**src/sv/signed_prefix_varint_encoder_core_macros.svh**
```systemverilog
// Assertion helpers used by the encoder back end.
`ifndef SIGNED_PREFIX_VARINT_ENCODER_CORE_MACROS_SVH
`define SIGNED_PREFIX_VARINT_ENCODER_CORE_MACROS_SVH

// Check that a condition implies another in the same cycle.
`define SPVE_ASSERT_SAME(label, clk, rst_n, cond, prop) \
  label: assert property (@(posedge clk) disable iff (!rst_n) (cond) |-> (prop)) \
    else $error("spve check failed");

// Check that a condition implies another in the next cycle.
`define SPVE_ASSERT_NEXT(label, clk, rst_n, cond, prop) \
  label: assert property (@(posedge clk) disable iff (!rst_n) (cond) |=> (prop)) \
    else $error("spve check failed");

`endif

```
**src/sv/spve_pkg.sv**
```systemverilog
package spve_pkg;

  localparam int unsigned ValueW = 64;

  // Byte count of the escape form: marker byte plus eight raw bytes.
  localparam logic [3:0] EscBytes = 4'd9;
  localparam logic [7:0] EscByte  = 8'hFF;

  // One classified request: the value and the byte count of its code.
  typedef struct packed {
    logic [ValueW-1:0] value;
    logic [3:0]        nbytes;
  } item_t;

  // Build the top byte of a code of nbytes bytes (1 to 8).
  function automatic logic [7:0] top_byte(input logic [3:0] nbytes, input logic [7:0] raw);
    logic [7:0] prefix;
    logic [7:0] mask;
    prefix = 8'hFF << (4'd9 - nbytes);
    mask   = 8'hFF >> nbytes;
    return prefix | (raw & mask);
  endfunction

endpackage

```
**src/sv/signed_prefix_varint_encoder_core.sv**
```systemverilog
// Signed prefix-length varint encoder. Push one signed 64-bit value; pop its
// code one byte per cycle while pop is high, most significant byte first, with
// last_byte_o set on the final byte. A value that fits in 7L signed bits (L = 1
// to 8) gives L bytes; anything wider gives 0xFF followed by the eight raw bytes.
// Values are classified on entry and queued (QueueDepth entries), so pushes are
// taken every cycle until the queue fills. The byte-wide serializer sets the
// rate: a value holds the result port until all of its 1 to 9 bytes are popped,
// and with the queue empty its first byte is available the cycle after the push.
module signed_prefix_varint_encoder_core #(
  parameter int unsigned QueueDepth = 2
) (
  input  logic               clk_i,
  input  logic               rst_ni,
  input  logic               push,
  output logic               full,
  input  logic signed [63:0] value_i,
  output logic               empty,
  input  logic               pop,
  output logic [7:0]         code_byte_o,
  output logic               last_byte_o
);
  import spve_pkg::*;

  item_t in_item;
  item_t head_item;
  logic  done;

  spve_front u_front (
    .value_i (value_i),
    .item_o  (in_item)
  );

  spve_fifo #(
    .Depth (QueueDepth)
  ) u_fifo (
    .clk_i   (clk_i),
    .rst_ni  (rst_ni),
    .push_i  (push),
    .wdata_i (in_item),
    .pop_i   (done),
    .rdata_o (head_item),
    .full_o  (full),
    .empty_o (empty)
  );

  spve_back u_back (
    .clk_i       (clk_i),
    .rst_ni      (rst_ni),
    .item_i      (head_item),
    .valid_i     (!empty),
    .pop_i       (pop),
    .code_byte_o (code_byte_o),
    .last_byte_o (last_byte_o),
    .done_o      (done)
  );

endmodule

```
**src/sv/spve_front.sv**
```systemverilog
module spve_front (
  input  logic signed [63:0] value_i,
  output spve_pkg::item_t    item_o
);
  import spve_pkg::*;

  logic [3:0] nbytes;

  // Find the shortest length whose 7L-bit signed range holds the value.
  always_comb begin
    logic signed [ValueW-1:0] hi;
    nbytes = EscBytes;
    for (int l = 8; l >= 1; l--) begin
      hi = value_i >>> (7 * l - 1);
      if ((hi == '0) || (hi == '1)) begin
        nbytes = 4'(l);
      end
    end
  end

  assign item_o.value  = value_i;
  assign item_o.nbytes = nbytes;

endmodule

```
**src/sv/spve_fifo.sv**
```systemverilog
module spve_fifo #(
  parameter int unsigned Depth = 2
) (
  input  logic            clk_i,
  input  logic            rst_ni,
  input  logic            push_i,
  input  spve_pkg::item_t wdata_i,
  input  logic            pop_i,
  output spve_pkg::item_t rdata_o,
  output logic            full_o,
  output logic            empty_o
);
  import spve_pkg::*;

  localparam int unsigned PtrW = (Depth > 1) ? $clog2(Depth) : 1;
  localparam int unsigned CntW = $clog2(Depth + 1);
  localparam logic [PtrW-1:0] LastPtr = PtrW'(Depth - 1);
  localparam logic [CntW-1:0] FullCnt = CntW'(Depth);

  item_t           mem_q [Depth];
  logic [PtrW-1:0] wr_ptr_q, wr_ptr_d;
  logic [PtrW-1:0] rd_ptr_q, rd_ptr_d;
  logic [CntW-1:0] cnt_q, cnt_d;
  logic            do_push, do_pop;

  assign full_o  = (cnt_q == FullCnt);
  assign empty_o = (cnt_q == '0);
  assign do_push = push_i && !full_o;
  assign do_pop  = pop_i && !empty_o;
  assign rdata_o = mem_q[rd_ptr_q];

  // Advance pointers and count.
  always_comb begin
    wr_ptr_d = wr_ptr_q;
    rd_ptr_d = rd_ptr_q;
    cnt_d    = cnt_q;
    if (do_push) begin
      wr_ptr_d = (wr_ptr_q == LastPtr) ? '0 : wr_ptr_q + 1'b1;
    end
    if (do_pop) begin
      rd_ptr_d = (rd_ptr_q == LastPtr) ? '0 : rd_ptr_q + 1'b1;
    end
    if (do_push && !do_pop) begin
      cnt_d = cnt_q + 1'b1;
    end else if (do_pop && !do_push) begin
      cnt_d = cnt_q - 1'b1;
    end
  end

  always_ff @(posedge clk_i or negedge rst_ni) begin
    if (!rst_ni) begin
      wr_ptr_q <= '0;
      rd_ptr_q <= '0;
      cnt_q    <= '0;
    end else begin
      wr_ptr_q <= wr_ptr_d;
      rd_ptr_q <= rd_ptr_d;
      cnt_q    <= cnt_d;
    end
  end

  // Store the pushed request.
  always_ff @(posedge clk_i) begin
    if (do_push) begin
      mem_q[wr_ptr_q] <= wdata_i;
    end
  end

endmodule

```
**src/sv/spve_back.sv**
```systemverilog
`include "signed_prefix_varint_encoder_core_macros.svh"

module spve_back (
  input  logic            clk_i,
  input  logic            rst_ni,
  input  spve_pkg::item_t item_i,
  input  logic            valid_i,
  input  logic            pop_i,
  output logic [7:0]      code_byte_o,
  output logic            last_byte_o,
  output logic            done_o
);
  import spve_pkg::*;

  logic [3:0] idx_q, idx_d;
  logic [3:0] sel_full;
  logic [2:0] sel;
  logic [7:0] raw;
  logic       take;

  // Pick the value byte that this position carries, counted from the low end.
  assign sel_full = item_i.nbytes - 4'd1 - idx_q;
  assign sel      = sel_full[2:0];
  assign raw      = item_i.value[{sel, 3'b000} +: 8];

  // Form the byte: prefix on the first one, raw bytes after.
  always_comb begin
    if (idx_q == '0) begin
      code_byte_o = (item_i.nbytes == EscBytes) ? EscByte : top_byte(item_i.nbytes, raw);
    end else begin
      code_byte_o = raw;
    end
  end

  assign last_byte_o = (sel_full == '0);
  assign take        = pop_i && valid_i;
  assign done_o      = take && last_byte_o;

  // Step through the bytes; restart at the next request.
  always_comb begin
    idx_d = idx_q;
    if (take) begin
      idx_d = last_byte_o ? '0 : idx_q + 1'b1;
    end
  end

  always_ff @(posedge clk_i or negedge rst_ni) begin
    if (!rst_ni) begin
      idx_q <= '0;
    end else begin
      idx_q <= idx_d;
    end
  end

  `SPVE_ASSERT_SAME(a_nbytes_range, clk_i, rst_ni, valid_i,
    (item_i.nbytes != 4'd0) && (item_i.nbytes <= EscBytes))
  `SPVE_ASSERT_SAME(a_idx_in_code, clk_i, rst_ni, valid_i, idx_q < item_i.nbytes)
  `SPVE_ASSERT_NEXT(a_restart, clk_i, rst_ni, done_o, idx_q == 4'd0)
  `SPVE_ASSERT_NEXT(a_hold_mid_code, clk_i, rst_ni, take && !last_byte_o,
    $stable(item_i) && valid_i)

endmodule

```
**config.mk**
```make
export PLATFORM = sky130hd
export DESIGN_NAME = signed_prefix_varint_encoder_core
export DESIGN_NICKNAME = d
export VERILOG_FILES = /design/src/sv/spve_pkg.sv /design/src/sv/signed_prefix_varint_encoder_core.sv /design/src/sv/spve_front.sv /design/src/sv/spve_fifo.sv /design/src/sv/spve_back.sv
export VERILOG_INCLUDE_DIRS = /design/src /design/src/sv
export SDC_FILE = /design/constraint.sdc
export NUM_CORES = 1
export LEC_CHECK = 0
export ABC_AREA = 1
export BUFFER_PORTS_ARGS = -buffer_cell sky130_fd_sc_hd__buf_2
export CAP_MARGIN = 20
export CORE_ASPECT_RATIO = 0.8
export CORE_MARGIN = 3
export CORE_UTILIZATION = 31
export DETAILED_ROUTE_END_ITERATION = 8
export PLACE_DENSITY = 0.5
export SYNTH_ARGS = -nofsm -noshare
export SYNTH_HDL_FRONTEND = slang
export SYNTH_HIERARCHICAL = 1
export SYNTH_SLANG_ARGS = --single-unit
```
**constraint.sdc**
```tcl
create_clock -name clk_i -period 4.1 [get_ports clk_i]
set_input_delay 0.615 -clock clk_i [delete_from_list [all_inputs] [get_ports clk_i]]
set_output_delay 0.615 -clock clk_i [all_outputs]
set_load 0.02 [all_outputs]
```
# --- Word level (Yosys, flattened, before mapping) ---
# Memories as Yosys holds them, arrays and structs flattened.
# Index checks and enable logic that the tools add are counted.
totals:
  ff_bits: 8
  ramBits: 136
  in_bits: 68
  out_inout_bits: 11
  memories: 1
mem_list:
  columns: ["memory", "words", "width", "rd", "rd_clocked_by_memory_dff", "write_ports", "line", "text"]
  rows:
  - ["u_fifo.mem_q", 2, 68, 1, 0, 1, "spve_fifo.sv:20", "item_t mem_q [Depth];"]
classes:
  n_addsub: 8
  eq_ne: 10
  shift: 3
  muxes: 17
  bitwise: 2
  n_reduce_logical: 30
ops:
  columns: ["op", "n"]
  rows:
  - ["$eq 64x64->1 const B", 8]
  - ["$logic_not 64->1", 8]
  - ["$shiftx 64x7->8", 1]
  - ["$mux 4", 8]
  - ["$mux 8", 2]
  - ["$and 8x8->8", 1]
  - ["$logic_not 4->1", 2]
  - ["$logic_or 1x1->1", 8]
  - ["$or 8x8->8", 1]
  - ["$shl 8x4->8 const A", 1]
  - ["$shr 8x4->8 const A", 1]
  - ["$logic_and 1x1->1", 6]
  - ["$mux 1", 5]
  - ["$add 4x1->4 const B", 1]
  - ["$eq 4x4->1 const B", 1]
  - ["$logic_not 1->1", 4]
  - ["$mux 2", 2]
  - ["$sub 4x1->4 const B", 1]
  - ["$sub 4x4->4", 1]
  - ["$sub 4x4->4 const A", 1]
  - ["$add 1x1->1 const B", 2]
  - ["$add 2x1->2 const B", 1]
  - ["$eq 2x2->1 const B", 1]
  - ["$logic_not 2->1", 1]
  - ["2 further kinds", 2]

# --- Depth between registers and ports, before layout ---
# Gate-level depths: netlist (run 1).
logic_depth:
  ltp_word: 10
  ltp_mapped: 21
  depth_no_buf: 19

# --- Modules after synthesis ---
# The synthesis (run 1) kept the hierarchy.
by_module_without_submodules:
  columns: ["mod", "instances", "cells_each", "area_per_inst_um2", "seq_area_each_um2"]
  rows:
  - ["spve_fifo", 1, 387, 5180.0, 4184.0]
  - ["spve_front", 1, 296, 1473.9, 0.0]
  - ["spve_back", 1, 240, 1306.3, 100.1]
  - ["signed_prefix_varint_encoder_core", 1, 1, 3.8, 0.0]

# --- Worst setup path before layout (run 1) ---
# No wires, ideal clock.
synth_timing:
  path_kind: "input-to-reg"
  startpoint: "input push"
  endpoint: "memory u_fifo/mem_q[1][0] (netlist bit), enable pin"
  setup_ps: 494
  t_arrival_ps: 3562
  path_slack_ps: 44
  cell_stages: 2
  path_buffers: 0
  path_cell_list: "o21ai_0 -> nor2_1"
synth_via:
  elab_chain_cells: 3
synth_rtl:
  columns: ["item", "line", "text"]
  rows:
  - ["start, declared", "signed_prefix_varint_encoder_core.sv:14", "input logic push,"]
  - ["$logic_and 1x1->1", "spve_fifo.sv:28", "assign do_push = push_i && !full_o;"]
  - ["$mux 1", "spve_fifo.sv:64", "if (do_push) begin"]
  - ["$mux 1 (not written as such)", "spve_fifo.sv:65", "mem_q[wr_ptr_q] <= wdata_i;"]
  - ["end, declared", "spve_fifo.sv:20", null]
# No other way between the ends.

==> results.sh, run 1 <==
export IMPL_yosys_warnings=6
export IMPL_synth_area_sq_um=7964
export IMPL_dp_hpwl_um=15240
export IMPL_diodes=0
export IMPL_vias=5955
export IMPL_hp_class="input port to asynchronous set/reset pin"
export IMPL_drv_slew=0
export IMPL_maxCapViolCount=0
export IMPL_dieHeight_um=149.4
export IMPL_final_cell_mix="nand2_1 (361), edfxtp_1 (136), nor2_1 (100)"
export IMPL_final_nets=1019
export IMPL_worstSetupPathType="flop to output pin"
export IMPL_cp_buffers_inverters=4
export IMPL_cts_tree="built"
export IMPL_cts_hold_buf=0
export IMPL_drc_errors=0
export IMPL_place_area_sq_um=8152
export IMPL_synth_cell_types=34
export IMPL_status="finished, final reports clean"
export IMPL_io_buffer_count=78
export IMPL_core_area_sq_um=24820
export IMPL_async_reset_ff_share_pct=5.556
export IMPL_postLayoutCellArea_sq_um=8737
export IMPL_layout_commonest_cell="nand2_1"
export IMPL_h_tree_depth=4
export IMPL_synth_main_ff_cell="edfxtp_1"
export IMPL_synth_area_leader_cell="edfxtp_1"
export IMPL_start_util_pct=32.08
export IMPL_crit_fanout=17
export IMPL_globalRouteMet1Util_pct=24.27
export IMPL_nFillCells=2538
export IMPL_ir_worst_vdd_v=0.0005330
export IMPL_drt_total_wl_um=20980
export IMPL_p_leak_nw=3.726
export IMPL_synth_seq_cells=144
export IMPL_syn2layout_area_growth_pct=9.709
export IMPL_overflow=0
export IMPL_crit_arrival_ps=3040
export IMPL_period_minus_slack_ps=3652
export IMPL_synth_edff_count=136
export IMPL_synthTopCellsByArea="edfxtp_1 (51%), nand2_1 (17%), buf_4 (6.5%), nor2_1 (4.8%), nand3_1 (4.1%)"
export IMPL_grt_max_degree=69
export IMPL_synth_net_count=1004
export IMPL_use_met3_pct=3.657
export IMPL_worst_setup_path_end_kind="output pin"
export IMPL_min_period_over_period_pct=89.07
export IMPL_fin_worst_skew_ps=5.153
export IMPL_io_pin_count=79
export IMPL_std_cell_rows=51
export IMPL_root_buffer="clkbuf_16"
export IMPL_cts_buffers=17
export IMPL_use_met2_pct=20.78
export IMPL_top_usage_layer="met1"
export IMPL_viasPerCell=4.689
export IMPL_antenna_left=0
export IMPL_setup_viol=0
export IMPL_rsz0062_at_grt="no"
export IMPL_hold_viol_final=0
export IMPL_critPathTopFamily="adder cells"
export IMPL_crit_top_cell="nand2_1"
export IMPL_antenna_found_initial=0
export IMPL_first_pass_iters=7
export IMPL_die_w_um=185.2
export IMPL_dieArea_sq_um=27660
export IMPL_synth_top_area_share_pct=51.28
export IMPL_clk_latency_ps=420
export IMPL_crit_path_cell_trace="inv_4 -> nand2_1 -> nand2_1 -> ha_1 -> inv_1 -> fa_2 -> inv_4 -> nor2_1 -> o21ai_1 -> nand3_1 -> nand3_1 -> nand2_1 -> buf_2"
export IMPL_clock_sinks=144
export IMPL_drive_gt1_share_pct=15.13
export IMPL_fmax_mhz=273.8
export IMPL_clk_pin_slew_ps=60
export IMPL_syn_inst=924
export IMPL_grt_pass1_wl_um=31920
export IMPL_syn_avg_cell_area_sq_um=8.619
export IMPL_grt_use_total_pct=15.50
export IMPL_setup_tns_ps=0
export IMPL_wl_per_cell_um=16.52
export IMPL_tightestPinTransition_ps=986.6
export IMPL_start_kind="flop"
export IMPL_grt_pass1_vias=5523
export IMPL_crit_path_max_incr_delay_ps=700
export IMPL_gp_routability_congestion=0.8241
export IMPL_clk_path_buf_depth=2
export IMPL_crit_slowest_cell="fa_2"
export IMPL_synth_seq_area_share_pct=53.79
export IMPL_slew_headroom_pct=34.23
export IMPL_postCtsSetupRepairBufs=0
export IMPL_worstPathRequired_ps=3480
export IMPL_powerDensity_nw_per_um2=808.0
export IMPL_drt_iter0_markers=503
## sequential cells by signal, indices dropped and copies added (netlist names)
register         cells
u_fifo/cnt_q         2
u_fifo/mem_q       136
u_fifo/wr_ptr_q      1
u_back/idx_q         4
u_fifo/rd_ptr_q      1
## worst paths after layout
check                                     start                 end  slack, ps  cells past startpoint
worst min-delay path                     rst_ni     u_back/idx_q[1]         30                      1
min in group clk_i                   value_i[1]  u_fifo/mem_q[1][5]        390                      1
worst min register to register  u_fifo/wr_ptr_q     u_fifo/wr_ptr_q        490                      2
worst max register to register  u_fifo/rd_ptr_q     u_fifo/cnt_q[1]        990                     16
worst max-delay path            u_fifo/rd_ptr_q      code_byte_o[1]        450                     13
max in group asynchronous                rst_ni     u_fifo/rd_ptr_q       3890                      1
## cell usage after synthesis, types with 4 or more instances
cell,count
buf_4,69
nor2_2,4
buf_6,9
ha_1,11
nand4_1,14
nor2_1,101
dfrtp_1,8
nand2_1,361
inv_1,60
o21ai_0,10
nand3_1,66
nand3b_1,4
edfxtp_1,136
nand2_2,4
nor3_1,9
inv_2,7
o21ai_1,15
buf_2,11
## power by group
part           internal [mW]  switching [mW]
Sequential              2.01           0.107
Combinational          0.982            2.42
Clock                  0.904           0.635
Total                   3.89            3.17
## timing repair
| item | in CTS | in global routing |
|---|---|---|
| setup endpoints to repair | 0 | 1 |
| hold endpoints to repair | 0 | 0 |
| resized for setup | 0 | 1 |
## metrics by stage
step	power (mW)	util (%)	setup slack [ps]	cells	hold slack (ps)
floorplan	4.661	-	43.85	924	319.4
CTS	7.091	35.19	273.3	1270	9.877
global placement	5.533	32.84	795.8	1238	474.4
global route	7.598	35.20	158.2	1270	15.56
detailed placement	5.535	32.84	741.2	1238	471.0
finish	7.060	35.20	448.1	1270	26.15
## logic make-up after synthesis
family                     count (synthesis)  synth area share (%)
xor gates and xnor gates                   3                0.3300
AOI/OAI and AO/OA                         30                 1.964
and+or+nand+nor                          576                 30.07
adders and majority gates                 12                 1.980
DFF                                      144                 53.79
buffers and inverters                    159                 11.86
## layout make-up
cell class | count | area, sq um | area share (%)
sequential | 144 | 4285 | 49.05
clock inverter | 14 | 153.9 | 1.761
timing repair buffer | 85 | 455.4 | 5.213
inverter | 70 | 270.3 | 3.093
multi-input combinational | 621 | 2745 | 31.42
clock buffer | 18 | 429.2 | 4.912
tap | 318 | 397.9 | 4.554
## per-layer routing
metal	part of all wire, %	vias to the layer above	wire length (um)
li1	-	2961	-
met1	51	2770	10790
met2	40	192	8364
met3	6.8	32	1435
met4	1.8	0	388
met5	0	-	0
## worst reg2reg max path: cells and delay by family (launching register included)
kind / cells / cell delay (ps)
AOI/OAI and AO/OA: 1 / 130
and+or+nand+nor: 9 / 920
buffers and inverters: 3 / 290
adders and majority gates: 3 / 1230
DFF: 1 / 440
Note: power is estimated with default switching activity, not from simulation.
==> run 2, diff against run 1 <==
--- a/config.mk
+++ b/config.mk
@@ -11,9 +11,9 @@
 export CAP_MARGIN = 20
 export CORE_ASPECT_RATIO = 0.8
 export CORE_MARGIN = 3
-export CORE_UTILIZATION = 31
+export CORE_UTILIZATION = 54
 export DETAILED_ROUTE_END_ITERATION = 8
-export PLACE_DENSITY = 0.5
+export PLACE_DENSITY = 0.78
 export SYNTH_ARGS = -nofsm -noshare
 export SYNTH_HDL_FRONTEND = slang
 export SYNTH_HIERARCHICAL = 1
==> results.sh, run 2 (synthesis gave the netlist of run 1 again) <==
export IMPL_diodes=0
export IMPL_cts_hold_buf=0
export IMPL_dp_slack_ps=547.5
export IMPL_std_cell_rows=39
export IMPL_power_frac_seq_pct=31.0
export IMPL_root_buffer="clkbuf_16"
export IMPL_maxCapViolCount=0
export IMPL_reg2reg_to="u_fifo/cnt_q[1]"
export IMPL_dieArea_sq_um=16250
export IMPL_hold_viol_final=0
export IMPL_cts_tree="built"
export IMPL_grt_max_degree=69
export IMPL_worstReg2RegStart="u_fifo/rd_ptr_q"
export IMPL_h_tree_depth=4
export IMPL_drt_total_wl_um=18520
export IMPL_worstSetupPathType="flop to output pin"
export IMPL_comb_power_share_pct=47.6
export IMPL_p_leak_nw=3.724
export IMPL_viasPerCell=5.340
export IMPL_overflow=0
export IMPL_worstPathRequired_ps=3480
export IMPL_start_kind="flop"
export IMPL_period_minus_slack_ps=3802
export IMPL_wl_per_cell_um=16.30
export IMPL_fin_worst_skew_ps=6.333
export IMPL_layout_commonest_cell="nand2_1"
export IMPL_min_period_over_period_pct=92.73
export IMPL_drv_slew=0
export IMPL_postCtsSetupRepairBufs=0
export IMPL_dieHeight_um=114.6
export IMPL_post_cts_resized=0
export IMPL_layout_top_registers="u_fifo/mem_q (136), u_back/idx_q (4), u_fifo/cnt_q (2)"
export IMPL_r2r_cells=15
export IMPL_dp_cells=1104
export IMPL_io_buffer_count=78
export IMPL_die_w_um=141.8
export IMPL_start_util_pct=55.51
export IMPL_drc_errors=0
export IMPL_fmax_mhz=263.0
export IMPL_drive_gt1_share_pct=15.34
export IMPL_antenna_left=0
export IMPL_worst_setup_path_end_kind="output pin"
export IMPL_setup_tns_ps=0
export IMPL_grt_pass1_wl_um=28860
export IMPL_crit_fanout=17
export IMPL_clk_path_buf_depth=2
export IMPL_clk_pin_slew_ps=60
export IMPL_internal_power_mw=3.817
export IMPL_final_nets=1019
export IMPL_setup_viol=0
export IMPL_ir_worst_vdd_v=0.001127
export IMPL_switching_share_pct=44.48
export IMPL_vias=6066
export IMPL_finalNonFillerCells=1136
export IMPL_syn2layout_area_growth_pct=7.306
export IMPL_largest_reg_flops=136
export IMPL_core_area_sq_um=14350
export IMPL_clock_sinks=144
export IMPL_crit_arrival_ps=3190
export IMPL_final_cell_mix="nand2_1 (361), edfxtp_1 (136), nor2_1 (100)"
export IMPL_setup_ws_ps=298.1
export IMPL_rsz0062_at_grt="no"
export IMPL_first_pass_iters=5
export IMPL_grt_pass1_vias=5450
export IMPL_power_switching_mw=3.058
export IMPL_grt_use_total_pct=23.46
export IMPL_gp_routability_congestion=0.9199
export IMPL_dp_hpwl_um=13360
export IMPL_clockPowerShare_pct=21.4
export IMPL_r2r_slack_ps=700
export IMPL_clk_latency_ps=420
export IMPL_hp_class="input port to asynchronous set/reset pin"
export IMPL_slew_headroom_pct=36.84
export IMPL_antenna_found_initial=0
export IMPL_drt_iter0_markers=714
export IMPL_status="finished, final reports clean"
export IMPL_regMostFlops="u_fifo/mem_q"
export IMPL_cts_buffers=17
export IMPL_io_pin_count=79
export IMPL_tightestPinTransition_ps=947.4
export IMPL_powerDensity_nw_per_um2=804.4
[run 2: cell type report]
| cell class | instances | area, sq um |
|---|---|---|
| fill | 1236 | 5801 |
| sequential | 144 | 4285 |
| inverter | 70 | 270.3 |
| multi-input combinational | 621 | 2745 |
| timing repair buffer | 85 | 442.9 |
| clock buffer | 17 | 425.4 |
| clock inverter | 15 | 146.4 |
| tap | 184 | 230.2 |
[run 2: how the worst max path moves through the flow]
stage / to / startpoint / slack [ps]
2_1_floorplan: u_fifo/mem_q[1][0] / push / 40
3_3_place_gp: code_byte_o[7] / u_fifo/rd_ptr_q / 620
6_report: code_byte_o[5] / u_fifo/rd_ptr_q / 300
4_1_cts: code_byte_o[5] / u_fifo/rd_ptr_q / 100
3_5_place_dp: u_fifo/cnt_q[1] / u_fifo/rd_ptr_q / 550
5_1_grt: code_byte_o[7] / u_fifo/rd_ptr_q / 10
[run 2: power by group through the flow]
stage               Combinational [mW]  Sequential, mW  Clock (mW)
floorplan                         2.53            2.13           0
global placement                  3.19            2.15           0
detailed placement                3.22            2.16           0
CTS                               3.23            2.13        1.49
global route                      3.64            2.16        1.56
finish                            3.27            2.13        1.47
[run 2: stage by stage]
step / hold WS [ps] / total power, mW / instance area [sq um] / util (%)
floorplan: 319.4 / 4.661 / 7964 / -
CTS: 26.30 / 6.842 / 8543 / 59.55
global placement: 468.9 / 5.335 / 7971 / 55.56
finish: 35.20 / 6.874 / 8546 / 59.57
global route: 32.18 / 7.365 / 8546 / 59.57
detailed placement: 471.7 / 5.372 / 7971 / 55.56
[run 2: worst max-delay path, cell delays in order, from the launching register on]
cell	delay [ps]
dfrtp_2	510
inv_4	160
nand2_1	70
nand2_1	210
inv_1	150
fa_2	840
inv_4	160
nor2_1	160
o21ai_1	80
nand3_1	90
nand3_1	100
nand2_1	70
buf_2	150
[run 2: metal layers]
layer	GRT usage, %	vias to the layer above	wire (um)
li1	-	2972	-
met2	33.80	268	7914
met3	5.303	16	1664
met4	5.371	0	204
met1	36.28	2810	8736
met5	0	-	0
